<file path="src/hdl/amds_pkg.sv">
// Package for the array duplicate and mode statistics block.
// Holds the field widths, the duplicate saturation limit and the compare-unit control type.
// No dependencies.
package amds_pkg;

  // Widths of the transfer fields.
  localparam int unsigned VALUE_W = 32;
  localparam int unsigned DUP_W   = 7;

  // The duplicate total saturates at the largest value its field can hold.
  localparam logic [DUP_W-1:0] DUP_MAX = 7'd127;

  // Control for the shared compare-and-count unit, driven by the sequencer.
  typedef struct packed {
    logic clear;    // Start a new count for the current reference element.
    logic vld;      // Read data holds an element to compare this cycle.
    logic earlier;  // The element under compare sits before the reference index.
  } amds_cmp_ctl_t;

endpackage

</file>
<file path="src/hdl/amds_cmp.sv">
// Shared compare-and-count unit: one equality comparator and one counter.
// Depends on amds_pkg for the control struct and the value width.
module amds_cmp
  import amds_pkg::*;
#(
  parameter int unsigned CNT_W = 8
) (
  input  logic               clk,
  input  logic               rst_n,
  input  amds_cmp_ctl_t      ctl,
  input  logic [VALUE_W-1:0] ref_value,
  input  logic [VALUE_W-1:0] rd_value,
  output logic [CNT_W-1:0]   match_cnt,
  output logic               is_first
);

  logic [CNT_W-1:0] cnt_r, cnt_nxt;
  logic             first_r, first_nxt;
  logic             hit;

  assign hit = ctl.vld && (rd_value == ref_value);

  // Count every match; an earlier match means the reference is not a first occurrence.
  always_comb begin
    cnt_nxt   = cnt_r;
    first_nxt = first_r;
    if (ctl.clear) begin
      cnt_nxt   = '0;
      first_nxt = 1'b1;
    end else if (hit) begin
      cnt_nxt = cnt_r + CNT_W'(1);
      if (ctl.earlier) begin
        first_nxt = 1'b0;
      end
    end
  end

  always_ff @(posedge clk) begin
    if (!rst_n) begin
      cnt_r   <= '0;
      first_r <= 1'b1;
    end else begin
      cnt_r   <= cnt_nxt;
      first_r <= first_nxt;
    end
  end

  assign match_cnt = cnt_r;
  assign is_first  = first_r;

endmodule

</file>
<file path="config.mk">
export PLATFORM = sky130hd
export DESIGN_NAME = amds_cmp
export DESIGN_NICKNAME = d
export VERILOG_FILES = /design/src/hdl/amds_pkg.sv /design/src/hdl/amds_cmp.sv
export SDC_FILE = /design/constraint.sdc
export NUM_CORES = 1
export LEC_CHECK = 0
export BUFFER_PORTS_ARGS = -buffer_cell sky130_fd_sc_hd__buf_4
export CORE_ASPECT_RATIO = 0.75
export CORE_MARGIN = 4
export CORE_UTILIZATION = 37
export DETAILED_ROUTE_END_ITERATION = 7
export PLACE_DENSITY = 0.79
export SYNTH_ARGS = -nofsm -noshare
export SYNTH_HDL_FRONTEND = slang
export SYNTH_SLANG_ARGS = --single-unit
</file>
<file path="constraint.sdc">
create_clock -name clk -period 2.1 [get_ports clk]
set_input_delay 0.315 -clock clk [delete_from_list [all_inputs] [get_ports clk]]
set_output_delay 0.315 -clock clk [all_outputs]
set_load 0.03 [all_outputs]
</file>
==> results.md <==
| Stage | Quantity | This run |
|---|---|---|
| run status | Result of the run | finished clean |
| die | Die footprint | 3200 sq um |
| die | Standard cell core area | 2120 sq um |
| sta | Number of setup violations in the final report | 0 |
| cts | Maximum number of buffers from clock root to sink | 2 |
| die | Width of the die | 64.0 um |
| cts | Clock latency reported for the late side of the worst-skew pair | 0.28 ns |
| power | Power Dens Cells | 330 nW/um^2 |
| cts | TritonCTS clock tree | done |
| sta | Fmax | 602 MHz |
| sta | Worst setup skew after layout | 0.00270 ns |
| global route | Total congestion overflow | 0 |
| yosys | Leading cell types by total area after synthesis | xor2_1 27%, dfxtp_1 21%, mux2i_1 9.2% |
| yosys | Synthesized area divided by synthesized cell count | 8.98 sq um |
| critical path | Endpoint class of the critical path | register |
| global route | Maximum number of pins on one net before global-route repair | 19 |
| routing | Post-route antenna net violation count | 0 |
| critical path | Internal reg-to-reg setup slack | 0.72 ns |
| yosys | Count of warnings emitted by yosys | 0 |
| yosys | Sequential fraction of the synthesis area | 0.207 |
| yosys | Area share of fa/ha/maj cells after synthesis | 0.0144 |
| finish | Antenna diode instance count | 0 |
| critical path | RR Endpoint | match_cnt[7] |
| global route | All-Layer GR Usage | 0.183 |
| power | Leakage | 0.692 nW |
| yosys | Netlist cell types | 22 |
| sta | Final period util | 0.791 |
| critical path | Largest driver fanout on the critical path | 7 |
| cts | Number of buffers inserted for hold repair after clock tree synthesis | 0 |
| routing | Routed wire length | 2.85 mm |
| finish | Syn-to-layout area delta | 74.6% |
| yosys | Post-synth top area share | 0.272 |
| yosys | Net count after synthesis | 167 |
| routing | Post-DR wirelength/cell | 13.6 um |
| critical path | Category of the most critical setup path | input pin to register |
| finish | Share of cells above drive strength 1 | 0.517 |
| critical path | Worst reg2reg path depth | 4 |
| sta | Relative slew slack | 0.695 |
| cts | Library cell used as clock root buffer | clkbuf_4 |
| power | Post-layout total power | 0.502 mW |
| placement | Cell area after placement | 1490 sq um |
| die | Io pins | 78 |
| sta | Sum of negative setup slack | 0 ns |
| sta | Number of hold-slack violations in the final timing report | 0 |
| cts | CTS H-tree depth | 1 |
| critical path | Worst setup path startpoint | ref_value[25] |
| critical path | Last element of the critical path | match_cnt[7] |
| routing | Post-detailed-route via-to-cell ratio | 4.65 |
| sta | Time the worst path needs with I/O delays and setup | 1.66 ns |
| critical path | Crit path arrival time | 1.88 ns |
| critical path | Required time worst endpoint | 2.31 ns |
| routing | Residual DRC count | 0 |
| global route | Wire length of the first global-routing pass | 4.54 mm |
| finish | Filler Cells Inserted | 170 |
| placement | HPWL after detailed placement | 2.50 mm |
| finish | Final design area excluding fillers | 1520 sq um |
| yosys | Mux contribution to synthesized area | 0.0920 |
| critical path | CP startpoint kind | input pin |
| die | Y dimension of the die | 50.0 um |
| yosys | Post-Syn Area | 871 sq um |
| yosys | Proportion of synthesized flip-flops having asynchronous set or reset | 0 |
| placement | Pre-CTS worst setup slack | 0.165 ns |
| yosys | Largest family of logic cells by synthesized area | simple AND/OR/NAND/NOR gates |
| yosys | Dominant cell by count in the synthesized netlist | xor2_1 |
| cts | Clock Pin Slew Worst Setup and Hold Paths | 0.07 ns |
| die | Initial Utilization | 0.411 |
| finish | Total number of nets in the final design | 249 |
| yosys | Top cell type by total area after synthesis | xor2_1 |
| die | Row Count | 14 |
| placement | Total of buffers placed on input and output ports | 77 |
| power | Peak ir drop on the vdd network | 0.266 mV |
| critical path | Startpoint of the worst register-to-register path | match_cnt[3] |
| yosys | Post-synthesis compound-gate area fraction | 0.0374 |
| global route | Number of global-route vias before repair | 1002 |
| cts | PostCTS Resize Cnt | 0 |
| yosys | Parity-gate share of the synthesized area counting xor and xnor cells | 0.312 |
| sta | Number of slew-limit violations in the final report | 0 |
| routing | Total via count in the routed design | 977 |
| min path | Path class of the lowest-slack min-delay path | input pin to register |
| routing | Number of violations reported at the end of detailed-routing iteration 0 | 22 |
| sta | RSZ-0062 raised after global routing | false |
| placement | Routability cong. | 0.798 |
| sta | Pin slew with the least headroom to its limit | 0.454 ns |
| cts | Setup bufs post-CTS | 0 |
| yosys | Number of enable-type register cells in the synthesized netlist | 0 |
| global route | Number of antenna violations at the first check in global routing | 0 |
| routing | First-pass iteration count of the detailed router | 4 |
| yosys | Simple-gate share of the synthesized area | 0.325 |
| sta | Fin worst setup slack | 0.439 ns |
| yosys | Number of cells produced by synthesis | 97 |
| yosys | Synthesis-stage register bit count | 9 |
| job | Count of maximum capacitance violations | 0 |
| yosys | Dominant synthesized flop cell | dfxtp_1 |
| cts | CTS Buf Count | 3 |
| yosys | Most instantiated cells after synthesis | 27 x xor2_1, 11 x nand2_1, 9 x dfxtp_1 |
| cts | Sink Count | 9 |
[metal layers]
metal	global-route usage	share of wire	wire, um	vias to the layer above
met5	0	0	0	-
met4	0.0538	0.015	43	0
met3	0.0636	0.059	167	6
met2	0.317	0.54	1520	23
met1	0.212	0.39	1110	448
li1	-	-	-	500
[area by class of cell]
class / count / area, sq um / share of cell area
clock buffer: 3 / 22.5 / 0.0148
clock inverter: 1 / 5.00 / 0.00329
inverter: 2 / 7.51 / 0.00494
multi-input combinational: 85 / 679 / 0.447
sequential: 9 / 180 / 0.119
tap: 32 / 40.0 / 0.0263
timing repair buffer: 78 / 586 / 0.385
[placed cells by master, fill, tap and decap left out, drive strengths merged, types with 2 or more instances in the layout]
cell	instances
dfxtp	9
clkbuf	3
nand2	11
inv	2
nor3	2
nor4	11
and3	2
nor2b	2
nand2b	7
xnor2	4
mux2i	8
nand3	5
xor2	27
buf	78
[cells by family (layout without fill, tap and decap cells)]
logic type | count (synthesis) | after routing
mux | 8 | 8
flops | 9 | 9
xor+xnor | 31 | 31
buf+inv | 3 | 84
compound gates | 3 | 3
simple gates | 42 | 42
fa+ha+maj | 1 | 1
[critical path: stages]
cell and delay (ns):
buf_4 0.11, xor2_1 0.15, nor4_2 0.32, nand4_2 0.25
nor4_1 0.49, mux2i_1 0.23
[power breakdown]
part              switching, mW  leakage [nW]  internal, mW
clock network            0.0781        0.0177        0.0709
logic                    0.0658         0.602         0.116
registers      0.00000000000673        0.0725         0.170
[sequential cells by signal (all words and copies together) (netlist names)]
| register | count |
|---|---|
| match_cnt | 8 |
| is_first | 1 |
[stage by stage]
stage	util	hold WS (ns)	std cells
after floorplan	-	0.417	97
after global placement	0.704	0.462	206
after detailed placement	0.704	0.462	206
after CTS	0.717	0.203	210
after global routing	0.717	0.222	210
final	0.717	0.206	210
[how the worst min path moves through the flow]
stage / start / end / slack [ns] / cells past startpoint
floorplan: ctl[0] / is_first / 0.42 / 1
CTS: ctl[0] / is_first / 0.20 / 2
global route: ctl[0] / is_first / 0.22 / 2
global placement: match_cnt[7] / match_cnt[7] / 0.46 / 2
detailed placement: match_cnt[7] / match_cnt[7] / 0.46 / 2
finish: ctl[0] / is_first / 0.21 / 2
(Power assumes the default switching activity.)
